**src/design/fscc_pkg.sv**
```systemverilog
// Package: widths, reset values, register indexes and status codes of the fixed-step clock.
package fscc_pkg;

   localparam int unsigned ELAPSED_W = 64;
   localparam int unsigned TIME_W    = 63;
   localparam int unsigned TICK_W    = 64;
   localparam int unsigned RUN_W     = 16;
   localparam int unsigned STATUS_W  = 2;
   localparam int unsigned CSR_IDX_W = 1;
   localparam int unsigned CSR_DAT_W = 63;

   localparam logic [TIME_W-1:0] STEP_RESET  = TIME_W'(1000000);
   localparam logic [RUN_W-1:0]  LIMIT_RESET = RUN_W'(8);

   localparam logic [CSR_IDX_W-1:0] CSR_STEP  = 1'b0;
   localparam logic [CSR_IDX_W-1:0] CSR_LIMIT = 1'b1;

   localparam logic [STATUS_W-1:0] STATUS_OK       = 2'd0;
   localparam logic [STATUS_W-1:0] STATUS_NEGATIVE = 2'd1;
   localparam logic [STATUS_W-1:0] STATUS_TIME_OVF = 2'd2;
   localparam logic [STATUS_W-1:0] STATUS_TICK_OVF = 2'd3;

endpackage

```
**src/design/fscc_if.sv**
```systemverilog
// Interfaces: request and response channels of the fixed-step clock.
interface fscc_req_if import fscc_pkg::*; ();
   logic                        valid;
   logic                        ready;
   logic signed [ELAPSED_W-1:0] elapsed_ns;

   modport source (output valid, output elapsed_ns, input ready);
   modport sink   (input valid, input elapsed_ns, output ready);
endinterface

interface fscc_rsp_if import fscc_pkg::*; ();
   logic                valid;
   logic                ready;
   logic [STATUS_W-1:0] status;
   logic [TICK_W-1:0]   first_tick;
   logic [RUN_W-1:0]    ticks_run;
   logic [TIME_W-1:0]   leftover_ns;
   logic [TIME_W-1:0]   dropped_ns;

   modport source (output valid, output status, output first_tick, output ticks_run,
                   output leftover_ns, output dropped_ns, input ready);
   modport sink   (input valid, input status, input first_tick, input ticks_run,
                   input leftover_ns, input dropped_ns, output ready);
endinterface

```
**src/design/fixed_step_catch_up_clock.sv**
```systemverilog
// Top level: fixed-step simulation clock with catch-up limit, iterative divide and multiply.
//
//   channel  | dir | transfer when        | carries
//   ---------+-----+----------------------+---------------------------------------------
//   req_if   | in  | valid & ready        | elapsed_ns (signed 64)
//   rsp_if   | out | valid & ready        | status, first_tick, ticks_run, leftover_ns,
//            |     |                      | dropped_ns
//   csr_*    | in  | csr_we               | step_ns (idx 0), catch_up_limit (idx 1)
//
// Steps: an error on the sign or the sum goes from idle straight to the output state;
// a good item passes the restoring divider (one quotient bit a cycle), the check, where
// a tick overflow is caught, and the shift-add multiply (one bit of ticks_run a cycle).
// Reset clears the carried time and tick counter and loads the register defaults.
// req_if.ready is high only in idle; the response register parts the two sides, so a
// new request may be taken while the previous response still waits for rsp_if.ready.
module fixed_step_catch_up_clock import fscc_pkg::*; (
   input  logic                 clock,
   input  logic                 reset,
   fscc_req_if.sink             req_if,
   fscc_rsp_if.source           rsp_if,
   input  logic                 csr_we,
   input  logic [CSR_IDX_W-1:0] csr_index,
   input  logic [CSR_DAT_W-1:0] csr_wdata
);

   typedef enum logic [2:0] {
      ST_IDLE,
      ST_DIV,
      ST_CHECK,
      ST_MUL,
      ST_OUT
   } state_type;

   localparam int unsigned CNT_W = $clog2(TIME_W);
   localparam logic [CNT_W-1:0] DIV_LAST = CNT_W'(TIME_W - 1);
   localparam logic [CNT_W-1:0] MUL_LAST = CNT_W'(RUN_W - 1);

   // configuration and architectural state
   logic [TIME_W-1:0]   step_ff,    step_in;
   logic [RUN_W-1:0]    limit_ff,   limit_in;
   logic [TIME_W-1:0]   carried_ff, carried_in;
   logic [TICK_W-1:0]   ticks_ff,   ticks_in;

   // sequencer and datapath
   state_type           state_ff,   state_in;
   logic [CNT_W-1:0]    cnt_ff,     cnt_in;
   logic [TIME_W-1:0]   quo_ff,     quo_in;   // dividend shifts out, quotient shifts in
   logic [TIME_W-1:0]   rem_ff,     rem_in;
   logic [TIME_W-1:0]   tot_ff,     tot_in;
   logic [TIME_W-1:0]   base_ff,    base_in;  // avail * step
   logic [TIME_W-1:0]   prod_ff,    prod_in;  // run * step
   logic [RUN_W-1:0]    run_ff,     run_in;
   logic [RUN_W-1:0]    msh_ff,     msh_in;   // multiplier bits, MSB first
   logic [TICK_W-1:0]   first_ff,   first_in;
   logic [STATUS_W-1:0] status_ff,  status_in;

   // response register
   logic                rsp_valid_ff,  rsp_valid_in;
   logic [STATUS_W-1:0] rsp_status_ff, rsp_status_in;
   logic [TICK_W-1:0]   rsp_first_ff,  rsp_first_in;
   logic [RUN_W-1:0]    rsp_run_ff,    rsp_run_in;
   logic [TIME_W-1:0]   rsp_left_ff,   rsp_left_in;
   logic [TIME_W-1:0]   rsp_drop_ff,   rsp_drop_in;

   logic                req_take;
   logic [TIME_W:0]     sum;
   logic [TIME_W:0]     shifted;
   logic [TIME_W+1:0]   diff;
   logic [RUN_W-1:0]    run_clamp;
   logic [TICK_W:0]     tick_sum;
   logic                out_free;

   assign req_if.ready = (state_ff == ST_IDLE);
   assign req_take     = req_if.valid && (state_ff == ST_IDLE);
   assign out_free     = !rsp_valid_ff || rsp_if.ready;

   assign rsp_if.valid       = rsp_valid_ff;
   assign rsp_if.status      = rsp_status_ff;
   assign rsp_if.first_tick  = rsp_first_ff;
   assign rsp_if.ticks_run   = rsp_run_ff;
   assign rsp_if.leftover_ns = rsp_left_ff;
   assign rsp_if.dropped_ns  = rsp_drop_ff;

   // shared datapath terms
   assign sum      = {1'b0, carried_ff} + {1'b0, req_if.elapsed_ns[TIME_W-1:0]};
   assign shifted  = {rem_ff, quo_ff[TIME_W-1]};
   assign diff     = {1'b0, shifted} - {2'b00, step_ff};
   assign run_clamp = (quo_ff < {{(TIME_W-RUN_W){1'b0}}, limit_ff}) ? quo_ff[RUN_W-1:0]
                                                                     : limit_ff;
   assign tick_sum = {1'b0, ticks_ff} + {{(TICK_W+1-RUN_W){1'b0}}, run_clamp};

   always_comb begin
      step_in       = step_ff;
      limit_in      = limit_ff;
      carried_in    = carried_ff;
      ticks_in      = ticks_ff;
      state_in      = state_ff;
      cnt_in        = cnt_ff;
      quo_in        = quo_ff;
      rem_in        = rem_ff;
      tot_in        = tot_ff;
      base_in       = base_ff;
      prod_in       = prod_ff;
      run_in        = run_ff;
      msh_in        = msh_ff;
      first_in      = first_ff;
      status_in     = status_ff;
      rsp_valid_in  = rsp_valid_ff && !rsp_if.ready;
      rsp_status_in = rsp_status_ff;
      rsp_first_in  = rsp_first_ff;
      rsp_run_in    = rsp_run_ff;
      rsp_left_in   = rsp_left_ff;
      rsp_drop_in   = rsp_drop_ff;

      // register writes; zero writes are ignored
      if (csr_we) begin
         unique case (csr_index)
            CSR_STEP:  if (csr_wdata != '0) step_in = csr_wdata[TIME_W-1:0];
            CSR_LIMIT: if (csr_wdata[RUN_W-1:0] != '0) limit_in = csr_wdata[RUN_W-1:0];
            default: ;
         endcase
      end

      unique case (state_ff)
         ST_IDLE: begin
            if (req_take) begin
               priority if (req_if.elapsed_ns[ELAPSED_W-1]) begin
                  status_in = STATUS_NEGATIVE;
                  state_in  = ST_OUT;
               end else if (sum[TIME_W]) begin
                  status_in = STATUS_TIME_OVF;
                  state_in  = ST_OUT;
               end else begin
                  quo_in   = sum[TIME_W-1:0];
                  tot_in   = sum[TIME_W-1:0];
                  rem_in   = '0;
                  cnt_in   = '0;
                  state_in = ST_DIV;
               end
            end
         end
         ST_DIV: begin
            // one restoring step: keep the difference when it did not borrow
            if (!diff[TIME_W+1]) begin
               rem_in = diff[TIME_W-1:0];
            end else begin
               rem_in = shifted[TIME_W-1:0];
            end
            quo_in = {quo_ff[TIME_W-2:0], !diff[TIME_W+1]};
            cnt_in = cnt_ff + 1'b1;
            if (cnt_ff == DIV_LAST) begin
               state_in = ST_CHECK;
            end
         end
         ST_CHECK: begin
            if (tick_sum[TICK_W]) begin
               status_in = STATUS_TICK_OVF;
               state_in  = ST_OUT;
            end else begin
               status_in  = STATUS_OK;
               run_in     = run_clamp;
               msh_in     = run_clamp;
               first_in   = ticks_ff;
               ticks_in   = tick_sum[TICK_W-1:0];
               carried_in = rem_ff;
               base_in    = tot_ff - rem_ff;
               prod_in    = '0;
               cnt_in     = '0;
               state_in   = ST_MUL;
            end
         end
         ST_MUL: begin
            // partial products never exceed run * step, which fits the time width
            prod_in = {prod_ff[TIME_W-2:0], 1'b0}
                    + (msh_ff[RUN_W-1] ? step_ff : {TIME_W{1'b0}});
            msh_in  = {msh_ff[RUN_W-2:0], 1'b0};
            cnt_in  = cnt_ff + 1'b1;
            if (cnt_ff == MUL_LAST) begin
               state_in = ST_OUT;
            end
         end
         ST_OUT: begin
            if (out_free) begin
               rsp_valid_in  = 1'b1;
               rsp_status_in = status_ff;
               if (status_ff == STATUS_OK) begin
                  rsp_first_in = first_ff;
                  rsp_run_in   = run_ff;
                  rsp_left_in  = rem_ff;
                  rsp_drop_in  = base_ff - prod_ff;
               end else begin
                  rsp_first_in = '0;
                  rsp_run_in   = '0;
                  rsp_left_in  = '0;
                  rsp_drop_in  = '0;
               end
               state_in = ST_IDLE;
            end
         end
         default: state_in = ST_IDLE;
      endcase
   end

   always_ff @(posedge clock) begin
      if (reset) begin
         step_ff      <= STEP_RESET;
         limit_ff     <= LIMIT_RESET;
         carried_ff   <= '0;
         ticks_ff     <= '0;
         state_ff     <= ST_IDLE;
         cnt_ff       <= '0;
         status_ff    <= STATUS_OK;
         rsp_valid_ff <= 1'b0;
      end else begin
         step_ff      <= step_in;
         limit_ff     <= limit_in;
         carried_ff   <= carried_in;
         ticks_ff     <= ticks_in;
         state_ff     <= state_in;
         cnt_ff       <= cnt_in;
         status_ff    <= status_in;
         rsp_valid_ff <= rsp_valid_in;
      end
      quo_ff        <= quo_in;
      rem_ff        <= rem_in;
      tot_ff        <= tot_in;
      base_ff       <= base_in;
      prod_ff       <= prod_in;
      run_ff        <= run_in;
      msh_ff        <= msh_in;
      first_ff      <= first_in;
      rsp_status_ff <= rsp_status_in;
      rsp_first_ff  <= rsp_first_in;
      rsp_run_ff    <= rsp_run_in;
      rsp_left_ff   <= rsp_left_in;
      rsp_drop_ff   <= rsp_drop_in;
   end

endmodule
```
**src/flat_wrapper.sv**
```systemverilog
// flat-port wrapper written by rule: the top's interface ports become plain ports
module fixed_step_catch_up_clock_flat import fscc_pkg::*;
  (clock, reset, csr_we, csr_index, csr_wdata, req_if_valid, req_if_elapsed_ns, req_if_ready, rsp_if_valid, rsp_if_status, rsp_if_first_tick, rsp_if_ticks_run, rsp_if_leftover_ns, rsp_if_dropped_ns, rsp_if_ready);
  fscc_req_if req_if_i ();
  fscc_rsp_if rsp_if_i ();
  input  logic clock;
  input  logic reset;
  input  logic csr_we;
  input  logic [CSR_IDX_W-1:0] csr_index;
  input  logic [CSR_DAT_W-1:0] csr_wdata;
  input wire logic [$bits(req_if_i.valid)-1:0] req_if_valid;
  input wire logic [$bits(req_if_i.elapsed_ns)-1:0] req_if_elapsed_ns;
  output wire logic [$bits(req_if_i.ready)-1:0] req_if_ready;
  output wire logic [$bits(rsp_if_i.valid)-1:0] rsp_if_valid;
  output wire logic [$bits(rsp_if_i.status)-1:0] rsp_if_status;
  output wire logic [$bits(rsp_if_i.first_tick)-1:0] rsp_if_first_tick;
  output wire logic [$bits(rsp_if_i.ticks_run)-1:0] rsp_if_ticks_run;
  output wire logic [$bits(rsp_if_i.leftover_ns)-1:0] rsp_if_leftover_ns;
  output wire logic [$bits(rsp_if_i.dropped_ns)-1:0] rsp_if_dropped_ns;
  input wire logic [$bits(rsp_if_i.ready)-1:0] rsp_if_ready;
  assign req_if_i.valid = req_if_valid;
  assign req_if_i.elapsed_ns = req_if_elapsed_ns;
  assign req_if_ready = req_if_i.ready;
  assign rsp_if_valid = rsp_if_i.valid;
  assign rsp_if_status = rsp_if_i.status;
  assign rsp_if_first_tick = rsp_if_i.first_tick;
  assign rsp_if_ticks_run = rsp_if_i.ticks_run;
  assign rsp_if_leftover_ns = rsp_if_i.leftover_ns;
  assign rsp_if_dropped_ns = rsp_if_i.dropped_ns;
  assign rsp_if_i.ready = rsp_if_ready;
  fixed_step_catch_up_clock u_core (.clock(clock), .reset(reset), .req_if(req_if_i), .rsp_if(rsp_if_i), .csr_we(csr_we), .csr_index(csr_index), .csr_wdata(csr_wdata));
endmodule
```
**config.mk**
```make
export PLATFORM = sky130hd
export DESIGN_NAME = fixed_step_catch_up_clock_flat
export DESIGN_NICKNAME = d
export VERILOG_FILES = /design/src/design/fscc_pkg.sv /design/src/design/fscc_if.sv /design/src/design/fixed_step_catch_up_clock.sv /design/src/flat_wrapper.sv
export SDC_FILE = /design/constraint.sdc
export NUM_CORES = 2
export LEC_CHECK = 0
export BUFFER_PORTS_ARGS = -buffer_cell sky130_fd_sc_hd__buf_2
export CAP_MARGIN = 20
export CORE_ASPECT_RATIO = 0.75
export CORE_MARGIN = 10
export CORE_UTILIZATION = 55
export DETAILED_ROUTE_END_ITERATION = 16
export PLACE_DENSITY = 0.82
export SYNTH_ARGS = -nofsm -noshare
export SYNTH_HDL_FRONTEND = slang
export SYNTH_SLANG_ARGS = --single-unit
```
**constraint.sdc**
```tcl
create_clock -name clock -period 34 [get_ports clock]
set_clock_uncertainty 0.1 [all_clocks]
set_input_delay 6.8 -clock clock [delete_from_list [all_inputs] [get_ports clock]]
set_output_delay 6.8 -clock clock [all_outputs]
set_load 0.1 [all_outputs]
```
* Yosys cells after proc, flatten, opt, wreduce, memory -nomap -nowiden *
Cells that the tools add are included.

word-level totals
  output and inout port bits = 210
  bits in latches = 0
  memories kept = 0
  ROM bits = 0
  bits in registers = 837
  bits in writable memories = 0

operators by class
  reductions and logical operators = 25
  div/mod/pow operators = 0
  mux-type cells = 35
  $add $sub $neg = 7
  $lt $le $gt $ge = 1
  shift-type cells = 0
  $mul = 0
  bitwise operators = 4
  equal/unequal tests = 14

operators with widths
  cell                                                                    number
  63-bit 2-to-1 mux                                                       9
  63-bit one-hot mux with 2 select lines                                  3
  63-bit subtractor                                                       2
  64-bit by 16-bit adder with 65-bit output                               1
  64-bit by 63-bit subtractor with 65-bit output                          1
  63-bit by 63-bit adder with 64-bit output                               1
  63-bit adder                                                            1
  63-bit by 16-bit less-than comparator with 1-bit output                 1
  63-bit nonzero test                                                     1
  16-bit 2-to-1 mux                                                       2
  16-bit one-hot mux with 2 select lines                                  1
  6-bit 2-to-1 mux                                                        4
  3-bit 2-to-1 mux                                                        7
  6-bit one-hot mux with 3 select lines                                   1
  16-bit nonzero test                                                     1
  3-bit one-hot mux with 5 select lines                                   1
  4-bit AND reduction                                                     3
  3-bit AND reduction                                                     3
  2-bit 2-to-1 mux                                                        4
  2-bit by 1-bit != test with 1-bit output (second input constant)        4
  6-bit by 1-bit adder with 6-bit output (second input constant)          1
  3-bit by 2-bit equality test with 1-bit output (second input constant)  2
  6-bit by 4-bit equality test with 1-bit output (second input constant)  1
  6-bit equality test (second input constant)                             1
  other kinds (17)                                                        30

* Logic depth before layout (Yosys ltp) *
  word-level depth = 5
  mapped depth = 26

* Least setup slack after synthesis *
OpenSTA, ideal clock, no wires.

  kind = input-to-reg
  start point = input port req_if_elapsed_ns[17]
  end point = register u_core.quo_ff[0], enable pin
  stages on the path = 12
  slack = 15.074 ns
  required time = 33.102 ns
  arrival = 18.028 ns
  library setup time = 0.798 ns
  path through = ha_1 clkbuf_1 nand4_1 nor4_1 a221oi_1 nand3_1 nand2_1 o31ai_1 a31o_2 a31oi_1 nand2_1 a211oi_1

between the ends
  longest elaborated chain between the ends = 3

RTL lines
  item                                       line                              text
  start: declaration                         flat_wrapper.sv:12                input wire logic [$bits(req_if_i.elapsed_ns)-1:0] req_if_elapsed_ns;
  63-bit by 63-bit adder with 64-bit output  fixed_step_catch_up_clock.sv:85   assign sum = {1'b0, carried_ff} + {1'b0, req_if.elapsed_ns[TIME_W-1:0]};
  2-bit != test (no line)                    -
  4-bit AND reduction (no line)              -
  end signal: assignment                     fixed_step_catch_up_clock.sv:224  quo_ff <= quo_in;
  end: declaration                           fixed_step_catch_up_clock.sv:47   logic [TIME_W-1:0] quo_ff, quo_in;

Every way passes these cells.
A chain may end at the register's enable or synchronous reset.

* Worst setup path in the final report *
  start point = input port req_if_elapsed_ns[1]
  end point = register u_core.rem_ff[52], enable pin

between the ends
  longest elaborated chain between the ends = 3

RTL lines
  item                                       line                              text
  63-bit by 63-bit adder with 64-bit output  fixed_step_catch_up_clock.sv:85
  2-bit != test (no line)                    -
  4-bit AND reduction (no line)              -
  end signal: assignment                     fixed_step_catch_up_clock.sv:225  rem_ff <= rem_in;
  end: declaration                           fixed_step_catch_up_clock.sv:48   logic [TIME_W-1:0] rem_ff, rem_in;

Every way passes these cells.

==> metrics.csv <==
stage,metric,value,unit
outcome,status,"finished, final reports clean",
power_and_ir_drop,pwr/cell area,61.3,mW/mm^2
logic_synthesis,Synth Flop Type,edfxtp_1,
logic_synthesis,largest area contributor in the netlist,edfxtp_1,
logic_synthesis,most common cell in the synthesized netlist,nor2_1,
final_layout,layout cells sized above 1,9.79,%
die,Die Wd,370,um
worst_setup_path,Crit-path slowest cell,buf_4,
logic_synthesis,syn avg cell area,9.33,um^2
placement,DP HPWL,118,mm
clocking,worst-skew pair later-pin latency,0.68,ns
sta,Final Cycle Share,34.9,%
die,Starting Density,55.3,%
sta,setup violators final,0,
sta,post-route setup TNS,0,ns
placement,placed insts,6758,
worst_setup_path,critical path peak fanout,82,
sta,final hold vios,0,
clocking,hold_buf cts,0,
logic_synthesis,Cells after Synth,5413,
sta,max_slew headroom,23.4,%
final_layout,Layout fillers,7577,
power_and_ir_drop,Max VDD drop,0.0451,mV
detailed_routing,Detail Route Antenna Nets,0,
sta,post-layout minimum cycle time,11.87,ns
die,io pins,343,
final_layout,nets@finish,6103,
die,Die H,282,um
logic_synthesis,Post-synth EDFFs,619,
clocking,# H-tree levels,3,
sta,final hold slack,0.360,ns
clocking,Root Driver,clkbuf_16,
worst_setup_path,CP Capture Type,flip-flop,
sta,Least-Margin Pin Slew,1.15,ns
logic_synthesis,post-synthesis sequential area ratio,45.5,%
global_routing,largest net degree at the start of global routing,135,
detailed_routing,Residual DRC,0,
detailed_routing,DR vias,42000,
flow_run,maxcap violations,0,
die,Die ar.,0.104,mm^2
worst_setup_path,critical path data required time,34.18,ns
placement,final RePlAce weighted congestion,0.989,
logic_synthesis,ys async rst share,0,%
logic_synthesis,leading post-synthesis cells by cell area,"edfxtp_1 37%, dfxtp_1 8.6%, ha_1 8.5%",
global_routing,global-route wire length before repair,228,mm
worst_setup_path,kind of critical path,in -> reg,
worst_setup_path,"CP delay by family, top",compound AO/OA/AOI/OAI gates,
min_path,Hold Crit Class,reg -> reg,
global_routing,initial antenna violation count,17,
clocking,CTS max path bufs,3,
logic_synthesis,Mapped Nets,5896,
detailed_routing,Routed WL,153,mm
worst_setup_path,cell breakdown of the critical path,buf_2 -> ha_1 -> a211oi_1 -> o21bai_1 -> o2111ai_1 -> nand3_1 -> nand2_1 -> o31ai_1 -> a31o_2 -> a31oi_1 -> nand2_1 -> a211oi_4 -> buf_4 -> buf_4,
power_and_ir_drop,static leakage,22.9,nW
clocking,# resized after CTS,0,
worst_setup_path,critical path buffer and inverter count,3,
final_layout,area grow syn2layout,11.0,%
worst_setup_path,crit path DAT,12.06,ns
die,row count,96,
clocking,CTS buffer count,85,
final_layout,final non-filler cell total,6923,
logic_synthesis,top cell type's share of synthesized area,36.8,%
die,core area,0.0913,mm^2
worst_setup_path,CP startpoint kind,input port,
sta,RSZ-0062 raised after global routing,false,
detailed_routing,drt first pass iters,5,
detailed_routing,number of vias per cell,6.06,
placement,I/O Buffers,342,
worst_setup_path,Worst path max stage delay,0.94,ns
detailed_routing,DR WL/cell,22.2,um
logic_synthesis,Post-synth top cells,"632 x nor2_1, 619 x edfxtp_1, 589 x nand2_1",
clocking,Clock Pin Slew Worst Setup and Hold Paths,0.06,ns
clocking,setup bufs post-CTS,0,
global_routing,Total GRT Usage,28.0,%
logic_synthesis,Synth warnings,0,
global_routing,number of global-route vias before repair,38300,
logic_synthesis,Cell variety after synth,85,
detailed_routing,initial DRC count,4998,
clocking,CTS tree,built,
logic_synthesis,Post-Syn Area,0.0505,mm^2
sta,f_max,84.2,MHz
global_routing,grt ovf,0,
logic_synthesis,Synth Register Bits,837,
clocking,CTS Sinks,837,
sta,Pins Over Slew Limit,0,
-- worst register-to-register path, stage by stage, from the launching register on --
cell       delay [ns]
edfxtp_1         0.55
ha_1             0.37
nor4_1           0.47
nand4_1          0.25
a2111oi_2        0.37
buf_4            0.40
o31a_1           0.22
buf_4            0.29
mux2_2           0.48
ha_1             0.24
inv_1            0.07
fa_1             0.18
nor2b_1          0.06
o21ai_0          0.25
a21oi_1          0.16
o31a_1           0.37
a41oi_1          0.29
o21a_1           0.37
o21ai_4          0.16
inv_8            0.40
buf_4            0.84
buf_4            0.80
nand2_1          0.18
nor2_1           0.15
xnor2_1          0.13
nor2_1           0.05
-- cells in the final DEF (no fill, tap or decap), types with 46 or more instances in the layout --
cell       Yosys  routed
a211oi_1      79      78
a21o_1       185     185
a21oi_1      499     499
and2_1       175     175
and3_1        46      46
buf_2          8     341
clkbuf_16      0      91
dfxtp_1      218     218
edfxtp_1     619     619
ha_1         344     344
inv_1        309     309
mux2i_1       73      73
nand2_1      589     586
nand3_1       82      82
nand4_1       81      81
nor2_1       632     628
nor3_1        81      81
nor4_1        48      48
o21ai_0      186     186
o21bai_1      57      57
xnor2_1      202     202
xor2_1       131     131
-- power by group --
group	switching [mW]	leakage [nW]	internal (mW)
Sequential	0.0771	7.53	1.25
Clock	0.417	1.43	0.568
Combinational	0.790	13.9	0.333
-- state kept, by name (all words and copies together), names as in the netlist, 6 cells and up --
register / count
u_core.carried_ff: 63
u_core.prod_ff: 63
u_core.rsp_if.leftover_ns: 63
u_core.run_ff: 16
u_core.msh_ff: 16
u_core.base_ff: 63
u_core.cnt_ff: 6
u_core.step_ff: 63
u_core.tot_ff: 63
u_core.quo_ff: 63
u_core.ticks_ff: 64
u_core.rsp_if.dropped_ns: 63
u_core.limit_ff: 16
u_core.first_ff: 64
u_core.rsp_if.ticks_run: 16
u_core.rsp_if.first_tick: 64
u_core.rem_ff: 63
-- layout make-up --
class                           count  area [um^2]  share of cell area, %
Tap cell                         1225         1530                   2.74
Clock buffer                      124         2490                   4.45
Multi-Input combinational cell   4019        25500                   45.6
Timing Repair Buffer              367         1920                   3.42
Clock inverter                     35          422                  0.753
Sequential cell                   837        23000                   41.0
Inverter                          310         1170                   2.09
Antenna cell                        6         15.0                 0.0268
-- kinds of logic (layout without fill, tap and decap cells) --
logic type,count (synthesis),in the layout,synth area share (%)
other,0,6,0
XOR/XNOR,333,333,5.78
multiplexers,87,87,1.76
buffers and inverters,557,836,4.17
adder cells (fa/ha/maj),350,350,8.76
AND/OR/NAND/NOR,1894,1894,17.1
flip-flops,837,837,45.5
AO/OA/AOI/OAI,1355,1355,16.9
-- final timing paths --
path	startpoint	endpoint	slack, ns	cells past startpoint
hold reg to reg	u_core.carried_ff[54]	u_core.carried_ff[54]	0.36	2
setup reg to reg	u_core.quo_ff[15]	u_core.ticks_ff[23]	25.66	25
hold / removal	u_core.carried_ff[54]	u_core.carried_ff[54]	0.36	2
setup / recovery	req_if_elapsed_ns[1]	u_core.rem_ff[52]	22.13	14
-- per-stage QoR --
| stage | power (mW) | instance area, um^2 | utilization (%) | worst slack (ns) |
|---|---|---|---|---|
| final | 3.44 | 56000 | 61.4 | 22.13 |
| after global routing | 3.57 | 56000 | 61.4 | 21.98 |
| after CTS | 3.42 | 56000 | 61.4 | 22.32 |
| after detailed placement | 2.44 | 53100 | 58.2 | 21.62 |
| after global placement | 2.42 | 53100 | 58.2 | 21.71 |
| after floorplan | 2.16 | 50500 | - | 15.07 |
-- per-layer routing --
| metal | vias up | routed length (um) | GRT usage (%) |
|---|---|---|---|
| li1 | 19800 | - | - |
| met1 | 19700 | 67200 | 41.3 |
| met2 | 2185 | 61900 | 39.4 |
| met3 | 260 | 19600 | 8.23 |
| met4 | 18 | 4490 | 8.14 |
| met5 | - | 125 | 0 |
Power figures use the tool's default switching activity.
